**src/ir_pulse_distance_frame_encoder_defines.svh**
```systemverilog
// Assertion macros used by the symbol generator of the pulse-distance frame encoder.
`ifndef IR_PULSE_DISTANCE_FRAME_ENCODER_DEFINES_SVH
`define IR_PULSE_DISTANCE_FRAME_ENCODER_DEFINES_SVH

// Same-cycle implication, checked on every rising edge outside reset.
`define IRPD_ASSERT_IMP(lbl, clk, rst_n, ante, cons, msg) \
	lbl: assert property (@(posedge clk) disable iff (!rst_n) (ante) |-> (cons)) \
		else $error(msg);

// Next-cycle implication, checked on every rising edge outside reset.
`define IRPD_ASSERT_NXT(lbl, clk, rst_n, ante, cons, msg) \
	lbl: assert property (@(posedge clk) disable iff (!rst_n) (ante) |=> (cons)) \
		else $error(msg);

`endif

```
**src/irpd_pkg.sv**
```systemverilog
// Types, constants and helper functions of the pulse-distance frame encoder.
package irpd_pkg;

	localparam int RATE_W    = 27;
	localparam int CFG_IDX_W = 1;
	localparam logic [RATE_W-1:0] RATE_RESET = RATE_W'(1000000);

	typedef enum logic [CFG_IDX_W-1:0] {
		CFG_TICK_RATE = 1'b0,
		CFG_INVERT    = 1'b1
	} cfg_idx_t;

	localparam int US_W      = 12;
	localparam int US_PER_S  = 1000000;
	localparam int DUR_BITS  = 15;
	localparam int TICKS_W   = 15;
	localparam int DUR_MAX   = (1 << DUR_BITS) - 1;
	localparam int REM_W     = US_W + RATE_W;

	// One million is 2^6 times 15625. An unsaturated product shifted right by
	// six stays below 2^(DUR_BITS+14), since 15625 is below 2^14, and is then
	// divided by 15625 through a rounded-up reciprocal with 14 guard bits.
	localparam int US_SHIFT = 6;
	localparam int US_ODD   = US_PER_S >> US_SHIFT;
	localparam int Y_W      = DUR_BITS + 14;
	localparam int M_W      = Y_W + 1;
	localparam int RECIP_SH = Y_W + 14;
	localparam int RP_W     = Y_W + M_W;
	localparam logic [M_W-1:0] RECIP =
		M_W'(((64'd1 << RECIP_SH) + 64'(US_ODD - 1)) / 64'(US_ODD));
	localparam logic [REM_W-1:0] SAT_PROD = REM_W'(64'(DUR_MAX + 1) * 64'(US_PER_S));

	localparam int LEADER_MARK_US  = 3380;
	localparam int LEADER_SPACE_US = 1690;
	localparam int BIT_MARK_US     = 420;
	localparam int ONE_SPACE_US    = 1270;
	localparam int END_SPACE_RAW   = 32'h7FFF;

	typedef enum logic [1:0] {
		DUR_LEADER_MARK  = 2'd0,
		DUR_LEADER_SPACE = 2'd1,
		DUR_BIT_MARK     = 2'd2,
		DUR_ONE_SPACE    = 2'd3
	} dur_sel_t;

	localparam int NUM_DUR = 4;

	typedef enum logic [1:0] {
		SCL_IDLE,
		SCL_LOAD,
		SCL_DIV
	} scl_state_t;

	function automatic logic [US_W-1:0] dur_us(dur_sel_t sel);
		logic [US_W-1:0] us;
		unique case (sel)
			DUR_LEADER_MARK:  us = US_W'(LEADER_MARK_US);
			DUR_LEADER_SPACE: us = US_W'(LEADER_SPACE_US);
			DUR_BIT_MARK:     us = US_W'(BIT_MARK_US);
			DUR_ONE_SPACE:    us = US_W'(ONE_SPACE_US);
			default:          us = '0;
		endcase
		return us;
	endfunction

	// Saturate a constant tick count and fit it to the output field.
	function automatic logic [TICKS_W-1:0] sat_const(int v);
		int s;
		s = (v > DUR_MAX) ? DUR_MAX : v;
		return TICKS_W'(s);
	endfunction

	localparam logic [TICKS_W-1:0] END_TICKS = sat_const(END_SPACE_RAW);
	localparam logic [TICKS_W-1:0] MAX_TICKS = TICKS_W'(DUR_MAX);

	typedef struct packed {
		logic [15:0] vendor_word;
		logic [7:0]  sys_code;
		logic [7:0]  device_address;
		logic [7:0]  command_byte;
		logic [7:0]  check_byte;
	} scan_code_t;

	localparam int FRAME_W = $bits(scan_code_t);

	typedef struct packed {
		logic               first_level;
		logic [TICKS_W-1:0] first_ticks;
		logic               second_level;
		logic [TICKS_W-1:0] second_ticks;
		logic               frame_end;
	} symbol_t;

	typedef struct packed {
		logic               busy;
		logic               invert;
		logic [TICKS_W-1:0] leader_mark;
		logic [TICKS_W-1:0] leader_space;
		logic [TICKS_W-1:0] bit_mark;
		logic [TICKS_W-1:0] one_space;
	} timing_t;

	localparam int SYMBOLS = 50;
	localparam int IDX_W   = 6;
	localparam logic [IDX_W-1:0] LAST_IDX = IDX_W'(SYMBOLS - 1);

endpackage

```
**src/irpd_scaler.sv**
```systemverilog
// Configuration registers and the shared multiply and divide unit for tick durations.
module irpd_scaler (
	input  logic                          clk,
	input  logic                          arst_n,
	input  logic                          wr_en,
	input  irpd_pkg::cfg_idx_t            wr_index,
	input  logic [irpd_pkg::RATE_W-1:0]   wr_data,
	output irpd_pkg::timing_t             timing
);

	logic [irpd_pkg::RATE_W-1:0]  rate_q;
	logic                         invert_q;
	irpd_pkg::scl_state_t         state_q, state_d;
	irpd_pkg::dur_sel_t           sel_q, sel_d;
	logic [irpd_pkg::REM_W-1:0]   prod_q, prod_d;
	logic [irpd_pkg::TICKS_W-1:0] dur_q [irpd_pkg::NUM_DUR];
	logic [irpd_pkg::TICKS_W-1:0] result;
	logic [irpd_pkg::Y_W-1:0]     scaled;
	logic [irpd_pkg::RP_W-1:0]    recip_prod;
	logic                         saturate;
	logic                         done;
	logic                         rate_wr;

	assign rate_wr = wr_en && (wr_index == irpd_pkg::CFG_TICK_RATE);

	always_ff @(posedge clk or negedge arst_n) begin
		if (!arst_n) begin
			rate_q   <= irpd_pkg::RATE_RESET;
			invert_q <= 1'b0;
		end else if (wr_en) begin
			unique case (wr_index)
				irpd_pkg::CFG_TICK_RATE: rate_q   <= wr_data;
				irpd_pkg::CFG_INVERT:    invert_q <= wr_data[0];
				default: ;
			endcase
		end
	end

	// Division by one million: a product at or above the saturation bound is
	// clipped, anything below is shifted by six and multiplied by the
	// reciprocal of 15625.
	assign saturate   = prod_q >= irpd_pkg::SAT_PROD;
	assign scaled     = prod_q[irpd_pkg::US_SHIFT +: irpd_pkg::Y_W];
	assign recip_prod = irpd_pkg::RP_W'(scaled) * irpd_pkg::RP_W'(irpd_pkg::RECIP);
	assign done       = state_q == irpd_pkg::SCL_DIV;
	assign result = saturate ? irpd_pkg::MAX_TICKS :
		irpd_pkg::TICKS_W'(recip_prod[irpd_pkg::RECIP_SH +: irpd_pkg::DUR_BITS]);

	always_comb begin
		state_d = state_q;
		sel_d   = sel_q;
		prod_d  = prod_q;
		unique case (state_q)
			irpd_pkg::SCL_IDLE: begin
			end
			irpd_pkg::SCL_LOAD: begin
				prod_d  = irpd_pkg::REM_W'(irpd_pkg::dur_us(sel_q)) *
					irpd_pkg::REM_W'(rate_q);
				state_d = irpd_pkg::SCL_DIV;
			end
			irpd_pkg::SCL_DIV: begin
				if (sel_q == irpd_pkg::DUR_ONE_SPACE) begin
					state_d = irpd_pkg::SCL_IDLE;
				end else begin
					sel_d   = irpd_pkg::dur_sel_t'(sel_q + 2'd1);
					state_d = irpd_pkg::SCL_LOAD;
				end
			end
			default: state_d = irpd_pkg::SCL_IDLE;
		endcase
		// A new tick rate restarts the whole pass.
		if (rate_wr) begin
			sel_d   = irpd_pkg::DUR_LEADER_MARK;
			state_d = irpd_pkg::SCL_LOAD;
		end
	end

	always_ff @(posedge clk or negedge arst_n) begin
		if (!arst_n) begin
			state_q <= irpd_pkg::SCL_IDLE;
			sel_q   <= irpd_pkg::DUR_LEADER_MARK;
			for (int i = 0; i < irpd_pkg::NUM_DUR; i++) begin
				dur_q[i] <= irpd_pkg::sat_const(
					int'(irpd_pkg::dur_us(irpd_pkg::dur_sel_t'(2'(i)))));
			end
		end else begin
			state_q <= state_d;
			sel_q   <= sel_d;
			if (done) begin
				dur_q[sel_q] <= result;
			end
		end
	end

	always_ff @(posedge clk) begin
		prod_q <= prod_d;
	end

	assign timing.busy         = state_q != irpd_pkg::SCL_IDLE;
	assign timing.invert       = invert_q;
	assign timing.leader_mark  = dur_q[irpd_pkg::DUR_LEADER_MARK];
	assign timing.leader_space = dur_q[irpd_pkg::DUR_LEADER_SPACE];
	assign timing.bit_mark     = dur_q[irpd_pkg::DUR_BIT_MARK];
	assign timing.one_space    = dur_q[irpd_pkg::DUR_ONE_SPACE];

endmodule

```
**src/irpd_front.sv**
```systemverilog
// Input side: accepts scan codes into a short queue that feeds the symbol generator.
module irpd_front #(
	parameter int QUEUE_DEPTH = 2
) (
	input  logic                 clk,
	input  logic                 arst_n,
	input  logic                 push,
	input  irpd_pkg::scan_code_t code,
	input  logic                 hold,
	output logic                 full,
	output logic                 q_valid,
	output irpd_pkg::scan_code_t q_frame,
	input  logic                 q_take
);

	localparam int PTR_W = (QUEUE_DEPTH > 1) ? $clog2(QUEUE_DEPTH) : 1;
	localparam int CNT_W = $clog2(QUEUE_DEPTH + 1);
	localparam logic [PTR_W-1:0] PTR_LAST = PTR_W'(QUEUE_DEPTH - 1);
	localparam logic [CNT_W-1:0] CNT_FULL = CNT_W'(QUEUE_DEPTH);

	irpd_pkg::scan_code_t mem_q [QUEUE_DEPTH];
	logic [PTR_W-1:0]     wr_ptr_q, rd_ptr_q;
	logic [CNT_W-1:0]     count_q;
	logic                 wr, rd;

	// Intake pauses while the durations are being rebuilt.
	assign full    = (count_q == CNT_FULL) || hold;
	assign q_valid = count_q != '0;
	assign q_frame = mem_q[rd_ptr_q];
	assign wr      = push && !full;
	assign rd      = q_take && q_valid;

	always_ff @(posedge clk or negedge arst_n) begin
		if (!arst_n) begin
			wr_ptr_q <= '0;
			rd_ptr_q <= '0;
			count_q  <= '0;
		end else begin
			if (wr) begin
				wr_ptr_q <= (wr_ptr_q == PTR_LAST) ? '0 : wr_ptr_q + 1'b1;
			end
			if (rd) begin
				rd_ptr_q <= (rd_ptr_q == PTR_LAST) ? '0 : rd_ptr_q + 1'b1;
			end
			if (wr && !rd) begin
				count_q <= count_q + 1'b1;
			end else if (rd && !wr) begin
				count_q <= count_q - 1'b1;
			end
		end
	end

	always_ff @(posedge clk) begin
		if (wr) begin
			mem_q[wr_ptr_q] <= code;
		end
	end

endmodule

```
**src/irpd_back.sv**
```systemverilog
// Symbol generator: walks one frame through its fifty symbols into an output register.
`include "ir_pulse_distance_frame_encoder_defines.svh"

module irpd_back (
	input  logic                 clk,
	input  logic                 arst_n,
	input  logic                 q_valid,
	input  irpd_pkg::scan_code_t q_frame,
	output logic                 q_take,
	input  irpd_pkg::timing_t    timing,
	output logic                 empty,
	input  logic                 pop,
	output irpd_pkg::symbol_t    symbol
);

	logic                         active_q, active_d;
	logic [irpd_pkg::IDX_W-1:0]   idx_q, idx_d;
	logic [irpd_pkg::FRAME_W-1:0] frame_q, frame_d;
	logic                         out_valid_q, out_valid_d;
	irpd_pkg::symbol_t            out_q, out_d;
	irpd_pkg::symbol_t            sym;
	logic                         advance;
	logic                         can_load;

	always_comb begin
		sym.first_level  = !timing.invert;
		sym.second_level = timing.invert;
		sym.first_ticks  = timing.bit_mark;
		sym.second_ticks = frame_q[irpd_pkg::FRAME_W-1] ? timing.one_space : timing.bit_mark;
		sym.frame_end    = 1'b0;
		priority if (idx_q == '0) begin
			sym.first_ticks  = timing.leader_mark;
			sym.second_ticks = timing.leader_space;
		end else if (idx_q == irpd_pkg::LAST_IDX) begin
			sym.second_ticks = irpd_pkg::END_TICKS;
			sym.frame_end    = 1'b1;
		end
	end

	assign advance  = !out_valid_q || pop;
	assign can_load = q_valid && !timing.busy;

	always_comb begin
		q_take      = 1'b0;
		active_d    = active_q;
		idx_d       = idx_q;
		frame_d     = frame_q;
		out_valid_d = out_valid_q;
		out_d       = out_q;
		if (advance) begin
			out_valid_d = active_q;
			out_d       = sym;
		end
		if (active_q && advance) begin
			if (idx_q == irpd_pkg::LAST_IDX) begin
				if (can_load) begin
					q_take  = 1'b1;
					frame_d = q_frame;
					idx_d   = '0;
				end else begin
					active_d = 1'b0;
				end
			end else begin
				idx_d = idx_q + 1'b1;
				if (idx_q != '0) begin
					frame_d = {frame_q[irpd_pkg::FRAME_W-2:0], 1'b0};
				end
			end
		end else if (!active_q && can_load) begin
			q_take   = 1'b1;
			frame_d  = q_frame;
			idx_d    = '0;
			active_d = 1'b1;
		end
	end

	always_ff @(posedge clk or negedge arst_n) begin
		if (!arst_n) begin
			active_q    <= 1'b0;
			idx_q       <= '0;
			out_valid_q <= 1'b0;
		end else begin
			active_q    <= active_d;
			idx_q       <= idx_d;
			out_valid_q <= out_valid_d;
		end
	end

	always_ff @(posedge clk) begin
		frame_q <= frame_d;
		out_q   <= out_d;
	end

	assign empty  = !out_valid_q;
	assign symbol = out_q;

	`IRPD_ASSERT_IMP(a_take_needs_timing, clk, arst_n, q_take, !timing.busy, "frame started during duration rebuild")
	`IRPD_ASSERT_NXT(a_take_starts_leader, clk, arst_n, q_take, active_q && (idx_q == '0), "taken frame did not start at its leader")
	`IRPD_ASSERT_IMP(a_levels_opposite, clk, arst_n, out_valid_q, out_q.first_level != out_q.second_level, "symbol halves share one level")

endmodule

```
**src/ir_pulse_distance_frame_encoder.sv**
```systemverilog
// Top level of the 48-bit pulse-distance infrared frame encoder.
//
// Scan codes enter through a queue-style port: a code is transferred on a
// rising edge with push high and full low. Each code yields fifty symbols
// (leader, 48 data bits most significant first, ending mark), and each symbol
// is a transfer on the result side, taken on an edge with pop high and empty low.
// When the generator is idle, a code's first symbol reaches the result port via
// the queue, the generator's frame register and the output register. The
// generator makes one symbol per cycle while the receiver keeps taking them and
// no rebuild holds back the next code, so it paces the stream. Further codes
// wait in a queue of QUEUE_DEPTH entries; full rises when every entry is occupied.
// When the receiver stalls, the current symbol holds in the output register and
// the generator waits; the input side keeps taking codes until the queue fills.
// Writing the tick rate rebuilds four durations in a shared multiplier and a
// reciprocal divide by one million, each passing a load and a divide state, with
// full held high meanwhile. Reset loads the durations for the 1 MHz reset rate,
// so no rebuild follows reset; the queue and output register come up empty.
module ir_pulse_distance_frame_encoder #(
	parameter int QUEUE_DEPTH = 2
) (
	input  logic                           clk,
	input  logic                           arst_n,
	input  logic                           push,
	output logic                           full,
	input  irpd_pkg::scan_code_t           code,
	output logic                           empty,
	input  logic                           pop,
	output irpd_pkg::symbol_t              symbol,
	input  logic                           wr_en,
	input  irpd_pkg::cfg_idx_t             wr_index,
	input  logic [irpd_pkg::RATE_W-1:0]    wr_data
);

	irpd_pkg::timing_t    timing;
	logic                 q_valid;
	logic                 q_take;
	irpd_pkg::scan_code_t q_frame;

	// Configuration registers and the duration table.
	irpd_scaler u_scaler (
		.clk      (clk),
		.arst_n   (arst_n),
		.wr_en    (wr_en),
		.wr_index (wr_index),
		.wr_data  (wr_data),
		.timing   (timing)
	);

	// Intake and the queue between the two halves.
	irpd_front #(
		.QUEUE_DEPTH (QUEUE_DEPTH)
	) u_front (
		.clk     (clk),
		.arst_n  (arst_n),
		.push    (push),
		.code    (code),
		.hold    (timing.busy),
		.full    (full),
		.q_valid (q_valid),
		.q_frame (q_frame),
		.q_take  (q_take)
	);

	// Symbol sequencing and the output register.
	irpd_back u_back (
		.clk     (clk),
		.arst_n  (arst_n),
		.q_valid (q_valid),
		.q_frame (q_frame),
		.q_take  (q_take),
		.timing  (timing),
		.empty   (empty),
		.pop     (pop),
		.symbol  (symbol)
	);

endmodule
```
**config.mk**
```make
export PLATFORM = sky130hd
export DESIGN_NAME = ir_pulse_distance_frame_encoder
export DESIGN_NICKNAME = d
export VERILOG_FILES = /design/src/irpd_pkg.sv /design/src/irpd_scaler.sv /design/src/irpd_front.sv /design/src/irpd_back.sv /design/src/ir_pulse_distance_frame_encoder.sv
export VERILOG_INCLUDE_DIRS = /design/src /design/src/src
export SDC_FILE = /design/constraint.sdc
export NUM_CORES = 2
export LEC_CHECK = 0
export ABC_AREA = 1
export BUFFER_PORTS_ARGS = -buffer_cell sky130_fd_sc_hd__buf_2
export CAP_MARGIN = 20
export CORE_ASPECT_RATIO = 0.75
export CORE_MARGIN = 3
export CORE_UTILIZATION = 65
export DETAILED_ROUTE_END_ITERATION = 12
export GPL_TIMING_DRIVEN = 0
export PLACE_DENSITY = 0.84
export SLEW_MARGIN = 20
export SYNTH_ARGS = -nofsm -noshare
export SYNTH_HDL_FRONTEND = slang
export SYNTH_SLANG_ARGS = --single-unit
```
**constraint.sdc**
```tcl
create_clock -name clk -period 8.15 [get_ports clk]
set_input_delay 0 -clock clk [delete_from_list [all_inputs] [get_ports clk]]
set_output_delay 0 -clock clk [all_outputs]
set_load 0.02 [all_outputs]
```
**Word level (Yosys, flattened, before mapping)**

Memory sizes are Yosys's and may differ from the RTL's.
Index checks and enable logic that the tools add are counted.

- Multiply operators: 2
- $lt $le $gt $ge: 3
- Equality and inequality tests: 13
- Reductions and logical operators: 33
- Add/subtract/negate cells: 6
- Bitwise logic cells: 2
- Multiplexer cells: 39

Operator list:

| operator | count |
|---|---|
| 48-bit 2-to-1 mux | 5 |
| 15-bit 2-to-1 mux | 5 |
| 60-bit bitwise mux | 1 |
| 29-bit by 29-bit multiplier with 57-bit output, second input constant | 1 |
| 12-bit case mux with 4 select lines | 1 |
| 39-bit by 35-bit >= comparator with 1-bit output, second input constant | 1 |
| 12-bit by 27-bit multiplier with 39-bit output | 1 |
| 15-bit demux with 2-bit select | 1 |
| 6-bit 2-to-1 mux | 4 |
| 16-bit 2-to-1 mux | 1 |
| 1-bit 2-to-1 mux | 13 |
| 12-bit 2-to-1 mux | 1 |
| 2-bit 2-to-1 mux | 6 |
| 2-bit nonzero test | 5 |
| 1-bit logical AND | 9 |
| 2-bit equality test, second input constant | 4 |
| 2-bit AND reduction | 4 |
| 1-bit logical NOT | 7 |
| 6-bit by 1-bit adder with 6-bit output, second input constant | 1 |
| 6-bit equality test, second input constant | 1 |
| 6-bit logical NOT | 1 |
| 2-bit case mux with 3 select lines | 1 |
| 3-bit AND reduction | 2 |
| 6-bit nonzero test | 1 |
| other kinds (14) | 21 |

- Output and inout bits: 35
- Memory bits (writable): 96
- Word-level logic and storage cells: 120
- Register bits after elaboration: 224
- Input bits: 81
- Memories: 1

Memory list:

| memory | words | bits a word | read ports | clocked after memory_dff | wr ports | RTL line | RTL |
|---|---|---|---|---|---|---|---|
| u_front.mem_q | 2 | 48 | 1 | 0 | 1 | irpd_front.sv:21 | `irpd_pkg::scan_code_t mem_q [QUEUE_DEPTH];` |

**Longest topological paths before layout**

- Depth in word-level cells: 10
- Mapped depth: 32

**Cells and area by module**

A second synthesis with hierarchy kept.

- Cells, all modules: 4331
- Area total of the unflattened synthesis: 38234.2 µm²

Modules (own cells, without submodules):

| module | times used | cells each | area each (µm²) |
|---|---|---|---|
| irpd_scaler | 1 | 3595 | 30286.5 |
| irpd_back | 1 | 452 | 4216.5 |
| irpd_front | 1 | 284 | 3731.1 |

**Worst setup path after synthesis**

Ideal clock, no wire load.

- Path type: reg-to-reg
- Start point: register u_scaler.prod_q[24] (netlist bit)
- End point: register u_scaler.dur_q (netlist bit u_scaler.timing[45])
- Cell stages (with the launch flop): 27
- Path buffers: 0
- Setup time: 117 ps
- Path slack: 1983 ps
- Data arrival time: 6050 ps
- Path through: edfxtp_1 inv_1 fa_1 inv_1 fa_1 inv_1 fa_1 fa_1 inv_1 fa_1 fa_1 fa_1 inv_1 fa_1 inv_1 ha_1 nand2_1 nor2_1 inv_1 nor2_2 nand2_1 nor2_1 o211ai_1 nand3_1 nand3_2 nand2_1 nand2_1

- Word-level cells in the longest chain between the ends: 3

Ends and longest elaborated chain:

| element | RTL line | RTL |
|---|---|---|
| start: declaration | irpd_scaler.sv:15 | `logic [irpd_pkg::REM_W-1:0] prod_q, prod_d;` |
| start signal: assignment | irpd_scaler.sv:96 | `prod_q <= prod_d;` |
| 29-bit by 29-bit multiplier with 57-bit output or 39-bit by 35-bit >= comparator with 1-bit output (tied branches) | irpd_scaler.sv:44, irpd_scaler.sv:42 |  |
| 15-bit 2-to-1 mux (*) | irpd_scaler.sv:46 | `assign result = saturate ? irpd_pkg::MAX_TICKS :` |
| 60-bit bitwise mux (*) | irpd_scaler.sv:90 | `dur_q[sel_q] <= result;` |
| end signal: indexed assignment | irpd_scaler.sv:83 | `dur_q[i] <= irpd_pkg::sat_const(` |
| end signal: indexed assignment | irpd_scaler.sv:90 |  |
| end: declaration | irpd_scaler.sv:16 | `logic [irpd_pkg::TICKS_W-1:0] dur_q [irpd_pkg::NUM_DUR];` |

Mark *: on every way between the ends. The rest lies on a longest branch, timed or not.
A chain may end at the register's enable or synchronous reset.

**Worst setup path after layout**

- Start point: register u_scaler.prod_q[22] (netlist bit)
- End point: register u_scaler.dur_q (netlist bit u_scaler.timing[12])

The elaborated chain is that of the path after synthesis.

==> summary.txt <==
Die
  • Initial Util: 66.6%
  • Die area: 61200 um^2
  • Core area: 56800 um^2
  • Ports: 116
  • Die Wd: 285 um
  • Die Y: 215 um
  • Rows: 75

Clock network
  • Clock tree buffer depth: 3
  • # Post-CTS Setup Buffers: 0
  • CTS clk-pin slew, worst paths: 0.07 ns
  • CTS resizes: 0
  • Root Driver: clkbuf_16
  • TritonCTS clock tree: yes
  • CTS Hold Bufs: 80
  • Worst-Skew Late Latency: 0.59 ns
  • Clk sinks: 319
  • Total CTS buffers: 28
  • H-tree depth: 1

Worst setup path
  • Crit path required time: 8.62 ns
  • RR Startpoint: u_scaler.prod_q[22]
  • Crit path DAT: 8.32 ns
  • Worst r2r path cells: 26
  • Reg2reg end: u_scaler.timing[12]
  • CP Capture Type: flip-flop
  • Reg2reg setup slack: 0.31 ns
  • Crit Path Category: reg -> reg
  • Crit path max fanout: 7
  • Startpoint Class: flip-flop

STA
  • Fin crit share: 96.3%
  • Max-slew violation count: 0
  • Max Fclk: 127 MHz
  • Final setup fails: 0
  • Slew @ Worst Pin: 1.15 ns
  • Final hold violations: 0
  • Min Tclk post-route: 7.84 ns
  • Clock Skew: 0.0179 ns
  • RSZ-0062 raised after global routing: no
  • Setup TNS: 0 ns
  • Normalized max-slew margin: 22.9%

Yosys
  • Post-synth ARST share: 32.6%
  • Synth top area share: 28.4%
  • Multiplexer area fraction after synthesis: 0%
  • Yosys top cell by area: fa_1
  • Compound-cell area share of the yosys netlist: 4.05%
  • Post-synth net total: 5293
  • Adder-cell area share of the yosys netlist: 44.3%
  • Post-Syn Area: 37800 um^2
  • Xor/xnor share of the synthesized area: 1.23%
  • YS warnings: 0
  • Sequential area share after synthesis: 24.0%
  • Dominant synthesized flop cell: edfxtp_1
  • Number of synthesized register bits: 319
  • Synthesized netlist cell count: 4196
  • Mapped Avg Cell Area: 9.02 um^2
  • Largest family of logic cells by synthesized area: adder cells
  • Distinct cells, synth: 45
  • Synth Area in Simple Gates: 14.9%
  • Synth top area cells: fa_1 (28%), edfxtp_1 (17%), ha_1 (16%), inv_1 (11%), nand2_1 (8.9%)
  • Post-synth EDFFs: 215

Routing
  • Initial DRT Pass Iterations: 8
  • Post-DR wirelength/cell: 19.7 um
  • Detailed-route wire length: 103 mm
  • Vias per cell: 5.57
  • DRC violation count after routing: 0
  • Vias: 29100
  • Final antenna-violating net count: 0
  • Number of DRC markers in iteration 0: 3456

Cells and area
  • Net count, final: 5526
  • Synth-to-layout area growth: 9.37%
  • Layout cells sized above 1: 6.67%
  • Filler Cell Count: 4034

Global route
  • GRT overflow: 0
  • Antenna violations before repair: 1
  • Vias in the first global route: 29328
  • GRT Overall Usage: 34.3%
  • First-pass GRT wire length: 162 mm
  • Largest net degree at the start of global routing: 78

Placed design
  • Hpwl dp: 82.2 mm
  • Final GP Congestion: 1.01
  • Number of I/O port buffers: 115

Min path
  • Worst hold path type: in -> async

Flow run
  • Max Cap Violations: 0

Status
  • Status: completed
synthesized netlist by cell type (10+ instances only):
| master | n |
|---|---|
| nand3_2 | 15 |
| clkbuf_1 | 42 |
| a31oi_1 | 66 |
| nand2_2 | 10 |
| xnor2_1 | 16 |
| o21bai_1 | 12 |
| dfrtp_1 | 74 |
| buf_2 | 17 |
| nor3_1 | 17 |
| edfxtp_1 | 215 |
| o21ai_0 | 53 |
| nor2_1 | 323 |
| nor2_2 | 18 |
| dfstp_2 | 30 |
| a21oi_1 | 103 |
| nand2_1 | 900 |
| fa_1 | 537 |
| xor2_1 | 37 |
| inv_1 | 1073 |
| nand3_1 | 63 |
| ha_1 | 479 |
| nand4_1 | 23 |
cells in the final DEF, fill, tap and decap left out, types with 10 or more instances in the layout:
cell type	netlist	routed
a21oi_1	103	103
a31oi_1	66	65
buf_2	17	131
clkbuf_1	42	43
clkbuf_16	0	28
dfrtp_1	74	74
dfstp_2	30	30
dlygate4sd3_1	0	80
edfxtp_1	215	215
fa_1	537	537
ha_1	479	479
inv_1	1073	1073
nand2_1	900	900
nand2_2	10	10
nand3_1	63	63
nand3_2	15	15
nand4_1	23	23
nor2_1	323	320
nor2_2	18	18
nor3_1	17	17
o21ai_0	53	53
o21bai_1	12	12
xnor2_1	16	16
xor2_1	37	37
worst max path at each step:
stage	depth (start not counted)	startpoint	slack, ns	to
5_1_grt	26	u_scaler.prod_q[22]	0.03	u_scaler.timing[11]
6_report	26	u_scaler.prod_q[22]	0.31	u_scaler.timing[12]
2_1_floorplan	26	u_scaler.prod_q[24]	1.98	u_scaler.timing[45]
3_3_place_gp	26	u_scaler.prod_q[23]	0.58	u_scaler.timing[42]
4_1_cts	26	u_scaler.prod_q[22]	0.50	u_scaler.timing[12]
3_5_place_dp	26	u_scaler.prod_q[22]	0.51	u_scaler.timing[12]
per-layer routing:
layer	routed length, um	track usage [%]	vias up
met1	43300	50.8	13954
met2	42600	49.4	1741
met5	0	0	-
met4	3600	9.77	0
met3	13600	9.96	249
li1	-	-	13156
worst max-delay path: stages, from the launching register on:
cell      delay, ns
edfxtp_1       0.94
inv_1          0.60
fa_1           0.67
inv_1          0.05
fa_1           0.48
inv_1          0.06
fa_1           0.52
fa_1           0.53
inv_1          0.06
fa_1           0.56
fa_1           0.43
fa_1           0.52
inv_1          0.07
fa_1           0.47
inv_1          0.04
ha_1           0.30
nand2_1        0.10
nor2_1         0.25
inv_1          0.09
nor2_2         0.18
nand3_1        0.14
nor2_1         0.11
nand2_1        0.09
nand4_1        0.12
nand3_2        0.18
nand2_1        0.10
nand2_1        0.05
stage by stage:
stage                     utilization, %  instance area, um^2  hold WS, ns  std cells  setup WS [ns]
after detailed placement            69.7                39600       -0.116       5089          0.508
after CTS                           72.9                41400      0.00758       5221          0.497
after global routing                72.9                41400       0.0351       5222         0.0323
after floorplan                        -                37800       -0.296       4196           1.98
final                               72.9                41400       0.0276       5222          0.305
after global placement              69.3                39400        0.189       5081          0.575
cells by family (layout without fill, tap and decap cells):
logic type / count (synthesis) / after routing
buffers and inverters: 1150 / 1405
other: 0 / 1
DFF: 319 / 319
xor gates and xnor gates: 53 / 53
and+or+nand+nor: 1390 / 1390
adders and majority gates: 1016 / 1016
AOI/OAI and AO/OA: 268 / 268
state kept, by name (all words and copies together) (netlist names):
name,cells
u_front.wr_ptr_q,1
u_scaler.invert_q,1
u_scaler.rate_q,27
u_back.idx_q,6
u_scaler.timing,60
u_scaler.sel_q,2
u_scaler.state_q,2
u_back.out_valid_q,1
u_scaler.prod_q,38
u_front.mem_q,96
u_back.frame_q,48
u_back.active_q,1
u_front.count_q,2
u_back.symbol,33
u_front.rd_ptr_q,1
cell type report:
cell class / instances / area, um^2 / share of cell area (%)
Buffer: 69 / 292 / 0.705
Inverter: 1081 / 4060 / 9.81
Antenna cell: 1 / 2.50 / 0.00605
Multi-Input combinational cell: 2727 / 24400 / 59.0
Clock buffer: 29 / 704 / 1.70
Sequential cell: 319 / 9100 / 22.0
Tap cell: 770 / 963 / 2.33
Timing Repair Buffer: 203 / 1560 / 3.76
Clock inverter: 23 / 282 / 0.680
Power is left out: the tool's default activity adds up to more than one toggle a clock period on the data nets, which glitch-free logic cannot reach.
